$ cat config.mk
export PLATFORM = sky130hd
export DESIGN_NAME = rtd_queue
export DESIGN_NICKNAME = d
export VERILOG_FILES = /design/src/rtd_pkg.sv /design/src/rtd_queue.sv
export SDC_FILE = /design/constraint.sdc
export NUM_CORES = 1
export LEC_CHECK = 0
export BUFFER_PORTS_ARGS = -buffer_cell sky130_fd_sc_hd__buf_2
export CAP_MARGIN = 20
export CORE_UTILIZATION = 47
export CTS_CLUSTER_DIAMETER = 150
export CTS_CLUSTER_SIZE = 14
export DETAILED_ROUTE_END_ITERATION = 7
export HOLD_SLACK_MARGIN = 0.06
export PLACE_DENSITY_LB_ADDON = 0.25
export SYNTH_ARGS = -nofsm -noshare
export SYNTH_HDL_FRONTEND = slang
export SYNTH_SLANG_ARGS = --single-unit
$ cat constraint.sdc
create_clock -name clk -period 5.85 [get_ports clk]
set_clock_uncertainty 0.2 [all_clocks]
set_input_delay 0.2925 -clock clk [delete_from_list [all_inputs] [get_ports clk]]
set_output_delay 0.2925 -clock clk [all_outputs]
set_load 0.005 [all_outputs]
$ cat src/rtd_pkg.sv
`timescale 1ns / 1ps
package rtd_pkg;

    localparam int TEMP_FRAC_BITS = 8;

    localparam int CODE_W  = 15;
    localparam int CFG_W   = 16;
    localparam int TEMP_W  = 19;

    // resistance in Q16.16 and the two dividends
    localparam int RQ_W    = 32;
    localparam int P_W     = 60;
    localparam int DVD_W   = P_W + 16;
    localparam int SMALL_W = 40;

    localparam int DIV_STAGES  = DVD_W;
    localparam int SQ_W        = 64;
    localparam int SQRT_STAGES = 32;
    localparam int ROOT_W      = 32;

    // polynomial branch
    localparam int U_W        = 25;
    localparam int ACC_W      = 35;
    localparam int MAG_W      = ACC_W - 1;
    localparam int PROD_W     = MAG_W + U_W;
    localparam int POLY_Q     = 24;
    localparam int POLY_STEPS = 5;
    localparam int FIN_SH     = POLY_Q - TEMP_FRAC_BITS;
    localparam int TP_W       = ACC_W - FIN_SH + 1;

    // quadratic branch
    localparam int QM_W = 24 + TEMP_FRAC_BITS;
    localparam int QT_W = QM_W - 10;
    localparam logic [QT_W-1:0]  Q_RECIP  = QT_W'((64'd1 << QM_W) / 64'd1155);
    localparam logic [10:0]      Q_DIV    = 11'd1155;
    localparam logic [63:0]      HALF_DEN = 64'd37847040;

    localparam int QDLY = 2 * POLY_STEPS + 1 - 2;

    localparam logic [27:0] FOUR_ABS_B = 28'd231000000;
    localparam logic [62:0] DISC_LIMIT = 63'(64'd1758480889 << 32);
    localparam logic [ROOT_W-1:0] A_SCALED = 32'd2561343488;
    localparam logic [SMALL_W-1:0] U_MAX = SMALL_W'(64'd1 << POLY_Q);

    localparam logic signed [31:0] TEMP_MAX_I = 32'sd262143;
    localparam logic signed [31:0] TEMP_MIN_I = -32'sd131072;
    localparam logic [63:0]        TEMP_MAX_U = 64'd262143;

    localparam logic signed [ACC_W-1:0] POLY_C [POLY_STEPS+1] = '{
        -35'sd4060421816,
        35'sd4773426653,
        35'sd710806780,
        -35'sd169799780,
        -35'sd126924948,
        35'sd87869912
    };

    typedef enum logic [0:0] {
        CFG_NOMINAL   = 1'b0,
        CFG_REFERENCE = 1'b1
    } cfg_idx_t;

    typedef struct packed {
        logic [P_W-1:0]     prod_big;
        logic [SMALL_W-1:0] prod_small;
        logic [CFG_W-1:0]   r0;
    } rtd_job_t;

    typedef struct packed {
        logic           valid;
        logic           sat;
        logic [U_W-1:0] u;
    } rtd_side_t;

    typedef struct packed {
        logic            valid;
        logic            sat;
        logic            quad;
        logic [QT_W-1:0] tq;
    } rtd_quad_t;

endpackage

$ cat src/rtd_queue.sv
`timescale 1ns / 1ps
module rtd_queue
    import rtd_pkg::*;
(
    input  logic     clk,
    input  logic     rst_n,
    input  logic     push,
    input  rtd_job_t push_job,
    output logic     pop_valid,
    output rtd_job_t pop_job,
    output logic     full
);

    rtd_job_t    mem_reg [2];
    logic        wr_ptr_reg;
    logic        rd_ptr_reg;
    logic [1:0]  count_reg;
    logic        do_push;
    logic        do_pop;

    // back end never stalls, so the head leaves every cycle it is there
    assign do_pop  = (count_reg != 2'd0);
    assign do_push = push && !full;
    assign full    = (count_reg == 2'd2);

    always_ff @(posedge clk or negedge rst_n)
    begin
        if (!rst_n)
        begin
            wr_ptr_reg <= 1'b0;
            rd_ptr_reg <= 1'b0;
            count_reg  <= 2'd0;
        end
        else
        begin
            if (do_push)
                wr_ptr_reg <= ~wr_ptr_reg;
            if (do_pop)
                rd_ptr_reg <= ~rd_ptr_reg;
            count_reg <= count_reg + 2'(do_push) - 2'(do_pop);
        end
    end

    always_ff @(posedge clk)
    begin
        if (do_push)
            mem_reg[wr_ptr_reg] <= push_job;
    end

    assign pop_valid = do_pop;
    assign pop_job   = mem_reg[rd_ptr_reg];

endmodule

==> flow_summary_export.csv <==
group,metric,value,unit
synth,yosysWarningCount,0,
placed_design,dp_hpwl,9840,µm
clocking,worstSkewPairLatency,0.49,ns
synth,synth-main-ff-cell,"edfxtp_1",
finish,largest_register_ffs,232,
sta,fin_tns_setup,0,ns
synth,synth_area,0.00864,mm²
sta,worst_pin_slew,1.03,ns
clocking,cts_resized,0,
worst_setup_path,crit_required,5.36,ns
finish,syn_to_final_growth,37.1,%
finish,fillers,1235,
global_routing,grt_overflow,0,
route,first_pass_iters,4,
die,initial_utilization,0.481,
power_and_ir_drop,cellLeakagePower,0.00458,µW
clocking,cts_buffer_depth,3,
clocking,cts_num_sinks,236,
clocking,cts-root-buf,"clkbuf_16",
placed_design,dp.cells,832,
finish,nets,863,
outcome,status,"completed",
synth,synth_edf_count,232,
sta,period_share,0.500,
worst_hold_path,min_from,"count_reg[0]",
synth,yosysUniqueCellTypes,15,
worst_setup_path,cp-start-kind,"flip-flop",
finish,drive_gt1_frac,0.505,
die,rows,49,
worst_setup_path,reg2regPathDepth,3,
synth,synth_most_common_cell,"edfxtp_1",
synth,async_flop_share,0.0169,
worst_hold_path,hp-class,"flip-flop to flip-flop",
route,wl_per_cell,17.1,µm
global_routing,grt_first_pass_wirelength,24800,µm
placed_design,place.gp.congestion,0.751,
route,postRouteAntennaNets,0,
route,viasPerCell,4.75,
finish,diodes,0,
sta,max_freq,342,MHz
route,drc,0,
global_routing,antenna_found_initial,0,
finish,stdcell_count,987,
worst_setup_path,crit_type,"flip-flop to output port",
synth,yosysSeqAreaShare,0.818,
clocking,numCtsBuffers,20,
die,coreArea,0.0180,mm²
power_and_ir_drop,fin_total_pwr,4930,µW
placed_design,port_buffers,236,
die,die_w,138,µm
sta,fin_crit,2.93,ns
route,vias,4693,
synth,yosysTopAreaCell,"edfxtp_1",
synth,synth.avg_cell_area,23.0,µm²
sta,grt_setup_unrepaired,"false",
worst_setup_path,cp.arrival,2.43,ns
power_and_ir_drop,ir_drop,0.330,mV
synth,synth_cells,375,
sta,finalSetupViolations,0,
worst_setup_path,cp-end-kind,"output port",
sta,slew_headroom,0.316,
global_routing,grt_max_degree,75,
synth,synth_commonest_cells,"232 x edfxtp_1, 86 x mux2_2, 30 x mux2_4",
die,die_area,0.0189,mm²
power_and_ir_drop,powerDensity,416,mW/mm²
worst_setup_path,ff2ff_setup_slack,3.17,ns
sta,slew_violations,0,
clocking,tritoncts,"done",
synth,synth_top_cell_area_share,0.806,
sta,finalHoldViolCount,0,
route,wirelength,16900,µm
synth,synth_nets,494,
worst_setup_path,crit_fanout,50,
synth,synth_seq_cells,236,
clocking,holdBufCountCts,119,
clocking,ctsHtreeMaxLevel,1,
worst_setup_path,r2r-start,"count_reg[1]",
global_routing,grt_usage,0.172,
worst_hold_path,hold_depth,1,
worst_hold_path,min_to,"count_reg[1]",
die,dieHeight,138,µm
run,max-cap-violations,0,
route,initialDrtViolationCount,303,
worst_setup_path,r2r_end,"mem_reg[1][89]",
synth,synth.area.top_cells,"edfxtp_1 81%, mux2_2 11%, mux2_4 5.2%",
global_routing,grt_pass1_vias,5049,
die,io_pins,237,
clocking,clk_pin_slew,0.07,ns
clocking,postCtsSetupBuffers,0,
[kinds of logic after synthesis]
logic type	synth area share
and+or+nand+nor	0.00449
DFF	0.818
muxes	0.164
buffers and inverters	0.0116
xor gates and xnor gates	0.00203
[through the flow]
step | setup WS (ns) | hold WS, ns | utilization | cell area, µm²
final | 2.92 | 0.298 | 0.660 | 11900
after global routing | 2.81 | 0.310 | 0.660 | 11900
after CTS | 2.88 | 0.302 | 0.660 | 11900
after detailed placement | 3.18 | -0.0907 | 0.560 | 10100
after global placement | 3.22 | -0.102 | 0.560 | 10100
after floorplan | 1.62 | -0.203 | - | 8640
[worst max path at each step]
| stage | slack, ns | start | endpoint |
|---|---|---|---|
| 6_report | 2.92 | rd_ptr_reg | pop_job[18] |
| 5_1_grt | 2.81 | rd_ptr_reg | pop_job[4] |
| 4_1_cts | 2.88 | rd_ptr_reg | pop_job[18] |
| 3_5_place_dp | 3.18 | count_reg[1] | mem_reg[1][13] |
| 3_3_place_gp | 3.22 | count_reg[1] | mem_reg[1][12] |
| 2_1_floorplan | 1.62 | count_reg[1] | mem_reg[0][0] |
[cells in the final DEF, fill, tap and decap left out]
master	netlist	layout
and2_1	1	1
and3_4	0	1
buf_2	8	236
buf_4	0	5
clkbuf_1	0	14
clkbuf_16	0	21
clkbuf_8	0	1
dfrtp_1	4	3
dfrtp_4	0	1
dlygate4sd3_1	0	119
edfxtp_1	232	232
inv_1	1	1
mux2_2	86	86
mux2_4	30	30
nand2_1	1	1
nand2b_1	2	2
nor2_4	0	1
or2_2	1	1
xnor2_1	1	1
xor2_1	1	1
[layout make-up]
| type | count | area [µm²] | share of cell area |
|---|---|---|---|
| Tap cell | 229 | 287 | 0.0242 |
| Multi-Input combinational cell | 125 | 1490 | 0.126 |
| Inverter | 1 | 3.75 | 0.000317 |
| Timing Repair Buffer | 360 | 2410 | 0.203 |
| Clock buffer | 36 | 592 | 0.0499 |
| Sequential cell | 236 | 7070 | 0.597 |
[routing by layer]
layer  share of wire  global-route usage  vias to the layer above
met4           0.018              0.0543                        0
met5               0                   0                        -
met2            0.51               0.309                      191
met3           0.080              0.0467                       31
li1                -                   -                     2219
met1            0.39               0.199                     2252
[report_power, final]
part	internal (µW)	leakage [µW]	switching (µW)
registers	2240	0.00223	100
logic	732	0.00207	635
clock network	682	0.000283	544
[worst max-delay path: stages, from the launching register on]
cell     delay [ns]
dfrtp_4        0.64
buf_4          0.68
mux2_2         0.44
buf_2          0.13
Note: power is estimated with default switching activity, not from simulation.
