<file path="src/rtd_pkg.sv">
`timescale 1ns / 1ps
package rtd_pkg;

    localparam int TEMP_FRAC_BITS = 8;

    localparam int CODE_W  = 15;
    localparam int CFG_W   = 16;
    localparam int TEMP_W  = 19;

    // resistance in Q16.16 and the two dividends
    localparam int RQ_W    = 32;
    localparam int P_W     = 60;
    localparam int DVD_W   = P_W + 16;
    localparam int SMALL_W = 40;

    localparam int DIV_STAGES  = DVD_W;
    localparam int SQ_W        = 64;
    localparam int SQRT_STAGES = 32;
    localparam int ROOT_W      = 32;

    // polynomial branch
    localparam int U_W        = 25;
    localparam int ACC_W      = 35;
    localparam int MAG_W      = ACC_W - 1;
    localparam int PROD_W     = MAG_W + U_W;
    localparam int POLY_Q     = 24;
    localparam int POLY_STEPS = 5;
    localparam int FIN_SH     = POLY_Q - TEMP_FRAC_BITS;
    localparam int TP_W       = ACC_W - FIN_SH + 1;

    // quadratic branch
    localparam int QM_W = 24 + TEMP_FRAC_BITS;
    localparam int QT_W = QM_W - 10;
    localparam logic [QT_W-1:0]  Q_RECIP  = QT_W'((64'd1 << QM_W) / 64'd1155);
    localparam logic [10:0]      Q_DIV    = 11'd1155;
    localparam logic [63:0]      HALF_DEN = 64'd37847040;

    localparam int QDLY = 2 * POLY_STEPS + 1 - 2;

    localparam logic [27:0] FOUR_ABS_B = 28'd231000000;
    localparam logic [62:0] DISC_LIMIT = 63'(64'd1758480889 << 32);
    localparam logic [ROOT_W-1:0] A_SCALED = 32'd2561343488;
    localparam logic [SMALL_W-1:0] U_MAX = SMALL_W'(64'd1 << POLY_Q);

    localparam logic signed [31:0] TEMP_MAX_I = 32'sd262143;
    localparam logic signed [31:0] TEMP_MIN_I = -32'sd131072;
    localparam logic [63:0]        TEMP_MAX_U = 64'd262143;

    localparam logic signed [ACC_W-1:0] POLY_C [POLY_STEPS+1] = '{
        -35'sd4060421816,
        35'sd4773426653,
        35'sd710806780,
        -35'sd169799780,
        -35'sd126924948,
        35'sd87869912
    };

    typedef enum logic [0:0] {
        CFG_NOMINAL   = 1'b0,
        CFG_REFERENCE = 1'b1
    } cfg_idx_t;

    typedef struct packed {
        logic [P_W-1:0]     prod_big;
        logic [SMALL_W-1:0] prod_small;
        logic [CFG_W-1:0]   r0;
    } rtd_job_t;

    typedef struct packed {
        logic           valid;
        logic           sat;
        logic [U_W-1:0] u;
    } rtd_side_t;

    typedef struct packed {
        logic            valid;
        logic            sat;
        logic            quad;
        logic [QT_W-1:0] tq;
    } rtd_quad_t;

endpackage

</file>
<file path="src/rtd_front.sv">
`timescale 1ns / 1ps
module rtd_front
    import rtd_pkg::*;
(
    input  logic              clk,
    input  logic              rst_n,
    input  logic              accept,
    input  logic [CODE_W-1:0] rtd_code,
    input  logic [CFG_W-1:0]  nominal,
    input  logic [CFG_W-1:0]  reference,
    output logic              job_valid,
    output rtd_job_t          job
);

    logic              valid_reg;
    logic [RQ_W-1:0]   rq_reg;
    logic [CFG_W-1:0]  r0_reg;

    always_ff @(posedge clk or negedge rst_n)
    begin
        if (!rst_n)
            valid_reg <= 1'b0;
        else
            valid_reg <= accept;
    end

    // zero nominal counts as one ohm
    always_ff @(posedge clk)
    begin
        if (accept)
        begin
            rq_reg <= {31'(rtd_code) * 31'(reference), 1'b0};
            r0_reg <= (nominal == '0) ? CFG_W'(1) : nominal;
        end
    end

    always_comb
    begin
        job.prod_big   = P_W'(64'(rq_reg) * 64'(FOUR_ABS_B));
        job.prod_small = SMALL_W'(64'(rq_reg) * 64'd200);
        job.r0         = r0_reg;
    end

    assign job_valid = valid_reg;

endmodule

</file>
<file path="config.mk">
export PLATFORM = sky130hd
export DESIGN_NAME = rtd_front
export DESIGN_NICKNAME = d
export VERILOG_FILES = /design/src/rtd_pkg.sv /design/src/rtd_front.sv
export SDC_FILE = /design/constraint.sdc
export NUM_CORES = 2
export LEC_CHECK = 0
export BUFFER_PORTS_ARGS = -buffer_cell sky130_fd_sc_hd__buf_2
export CAP_MARGIN = 10
export CORE_MARGIN = 2
export CORE_UTILIZATION = 66
export CTS_BUF_LIST = sky130_fd_sc_hd__clkbuf_8 sky130_fd_sc_hd__clkbuf_16
export CTS_CLUSTER_DIAMETER = 30
export DETAILED_ROUTE_END_ITERATION = 12
export PLACE_DENSITY = 0.86
export SLEW_MARGIN = 40
export SYNTH_ARGS = -nofsm -noshare
export SYNTH_HDL_FRONTEND = slang
export SYNTH_SLANG_ARGS = --single-unit
</file>
<file path="constraint.sdc">
create_clock -name clk -period 18.7 [get_ports clk]
set_clock_uncertainty 0.15 [all_clocks]
set_input_delay 0 -clock clk [delete_from_list [all_inputs] [get_ports clk]]
set_output_delay 0 -clock clk [all_outputs]
set_load 0.03 [all_outputs]
</file>
==> summary.md <==
| Metric | Value |
|---|---|
| Status | finished, final reports clean |
| Die X | 195 um |
| Clock tree buffer depth | 2 |
| First-pass GRT wire length | 97300 um |
| Unique masters post-synth | 69 |
| Grt ovf | 0 |
| Via Count | 17800 |
| Max-slew violations | 0 |
| Cts bufs inserted | 5 |
| DRC | 0 |
| DR pass1 iterations | 5 |
| Crit start category | register |
| Dpl cells | 3068 |
| Hold Crit Class | in2reg |
| Crit-path max FO | 8 |
| Fin crit share | 42.9% |
| CP max stage delay | 0.56 ns |
| Routed vias/inst | 5.74 |
| Vias in the first global route | 19200 |
| Final setup fails | 0 |
| Clock transition at the registers of the reported paths | 0.07 ns |
| Synth area leaders | fa_1, ha_1, inv_1, edfxtp_1, nand2_1 |
| Crit Path Category | reg2out |
| I/O pins | 167 |
| Gr usage total | 32.2% |
| Number of flops mapped to enable cells by yosys | 47 |
| Final wirelength | 58900 um |
| Post-Layout Cell Count | 3095 |
| Largest net degree at the start of global routing | 49 |
| Arrival time at the worst endpoint | 7.88 ns |
| Hold Violations, Final | 0 |
| Average size of a mapped cell | 9.54 um^2 |
| Largest register FFs | 31 |
| CTS tree | done |
| Mapped Cells | 2520 |
| Crit-path slowest cell | edfxtp_1 |
| Cell Area, Placed | 25100 um^2 |
| Worst slew margin | 52.5% |
| Core Rows | 69 |
| Initial Utilization | 67.3% |
| N_diodes | 0 |
| Critical Path RT | 18.55 ns |
| Register area share after synthesis | 5.97% |
| Post-CTS Resized | 0 |
| Top cell type by total area after synthesis | fa_1 |
| Synth warn | 0 |
| Fraction of registers with async set/reset | 2.08% |
| Core Region | 35700 um^2 |
| Average wire per standard cell | 19.0 um |
| DR iter-0 viols | 1243 |
| ANT nets after route | 0 |
| Initial antenna violation count | 0 |
| Layout cell share with drive strength beyond 1 | 6.76% |
| Max-cap violations | 0 |
| Area growth syn-to-layout | 5.88% |
| Design area | 25500 um^2 |
| RSZ-0062 raised after global routing | false |
| DIE AREA | 38000 um^2 |
| Post-synth top area share | 38.9% |
| Clock root buffer | clkbuf_16 |
| Final Util | 71.2% |
| Post-synthesis sequential element count | 48 |
| Worst Hold Path Cells | 2 |
| GPL Wtd Cong | 0.981 |
| Nets | 3568 |
| Worst-margin pin slew | 0.708 ns |
| DP HPWL | 50600 um |
| CP cell instances | inv_1 -> fa_1 -> inv_1 -> fa_1 -> inv_1 -> fa_1 -> inv_1 -> fa_1 -> fa_1 -> fa_1 -> inv_1 -> fa_1 -> inv_1 -> ha_1 -> nand3_1 -> or4_1 -> a21oi_2 -> o21ai_2 -> a211o_1 -> a21oi_2 -> a31oi_1 -> o21a_1 -> a311oi_1 -> buf_2 |
| Critical Path Most Common Cell | fa_1 |
| Sum Neg Setup Slack | 0 ns |
| H-tree levels | 2 |
| CTS sink count | 48 |
| Minimum clock period | 8.03 ns |
| Port bufs | 155 |
| Fmax | 125 MHz |
| Top FF cell, synth | edfxtp_1 |
| Filler Cell Count | 2625 |
| Die Y | 195 um |
| Critical path capture point type | output pin |
| Synthesized cell area | 24000 um^2 |
[kinds of logic (layout without fill, tap and decap cells)]
family                   count (synthesis)  in the layout  synth area share, %
flip-flops                              48             48                 5.97
other                                    1             11               0.0156
AND/OR/NAND/NOR                        470            470                 9.44
adder cells (fa/ha/maj)                885            885                 60.6
AO/OA/AOI/OAI                          302            302                 8.39
multiplexers                             1              1               0.0416
XOR/XNOR                               122            122                 4.44
buffers and inverters                  691            795                 11.1
[final timing paths]
| path | endpoint | slack (ns) | start |
|---|---|---|---|
| worst max-delay path | job[115] | 10.67 | rq_reg[22] |
| min in group asynchronous | job_valid | 0.39 | rst_n |
| worst min-delay path | rq_reg[1] | 0.09 | reference[0] |
| max in group asynchronous | job_valid | 17.91 | rst_n |
[Yosys cell counts (all sizes together), types with 8 or more instances]
library cell and instances:
nand3 18, o21ai 43, inv 613, fa 467
a21oi 100, xor2 47, buf 18, o21bai 20
o21a 8, nand4 16, nand2 210, xnor2 75
clkbuf 60, a31oi 8, nand2b 12, nor2b 12
edfxtp 47, and3 12, ha 418, a21o 62
nor3 8, nor2 53, and2 107
[what timing repair did]
item                      CTS  global route
hold buffers               19             0
hold endpoints to repair   18             0
buffers inserted            0             0
[cell type report]
| cell class | count | area, um^2 | share of cell area [%] |
|---|---|---|---|
| multi-input combinational | 1791 | 20000 | 78.5 |
| clock inverter | 3 | 68.8 | 0.270 |
| sequential | 48 | 1440 | 5.64 |
| inverter | 613 | 2300 | 9.04 |
| tap | 461 | 577 | 2.27 |
| timing repair buffer | 174 | 968 | 3.80 |
| clock buffer | 5 | 125 | 0.491 |
[cells in the final DEF (no fill, tap or decap), types with 3 or more instances in the layout]
cell	netlist	final
inv_1	613	613
fa_1	467	467
ha_1	418	418
nand2_1	210	210
buf_2	2	154
and2_1	107	107
a21oi_1	97	97
xnor2_1	75	75
a21o_1	62	62
nor2_1	53	53
xor2_1	47	47
edfxtp_1	47	47
o21ai_0	33	33
o21bai_1	20	20
dlygate4sd3_1	0	19
nand3_1	18	18
nand4_1	16	16
and3_1	12	12
nor2b_1	12	12
nand2b_1	12	12
conb_1	1	11
a31oi_1	8	8
o21ai_1	8	8
o21a_1	8	8
nor3_1	8	8
a211oi_1	7	7
a41oi_1	5	5
o31ai_1	5	5
a311oi_1	5	5
nor4_1	5	5
clkbuf_16	0	5
a2111oi_0	4	4
o211ai_1	4	4
and4_1	4	4
a21oi_2	3	3
a221o_1	3	3
or3_1	3	3
[routing by layer]
metal,track usage [%],vias up,part of all wire [%]
met5,0,-,0
met4,11.2,0,3.8
met3,4.06,143,6.3
met2,52.8,681,47
met1,44.6,8846,43
li1,-,8085,-
[critical path, delay by kind of cell (launching register included)]
family	cells	cell delay, ns
flops	1	0.56
simple gates	2	0.71
compound gates	7	1.57
fa+ha+maj	8	3.99
buf+inv	7	0.75
[through the flow]
stage / hold slack (ns) / setup WS (ns)
5_1_grt: 0.0979 / 10.37
3_3_place_gp: -0.376 / 11.24
6_report: 0.0893 / 10.67
2_1_floorplan: -0.446 / 11.39
4_1_cts: 0.0786 / 10.73
3_5_place_dp: -0.371 / 11.07
Power is not shown: default switching activity piles up to over one toggle a cycle in this logic, so the estimate is an artifact.
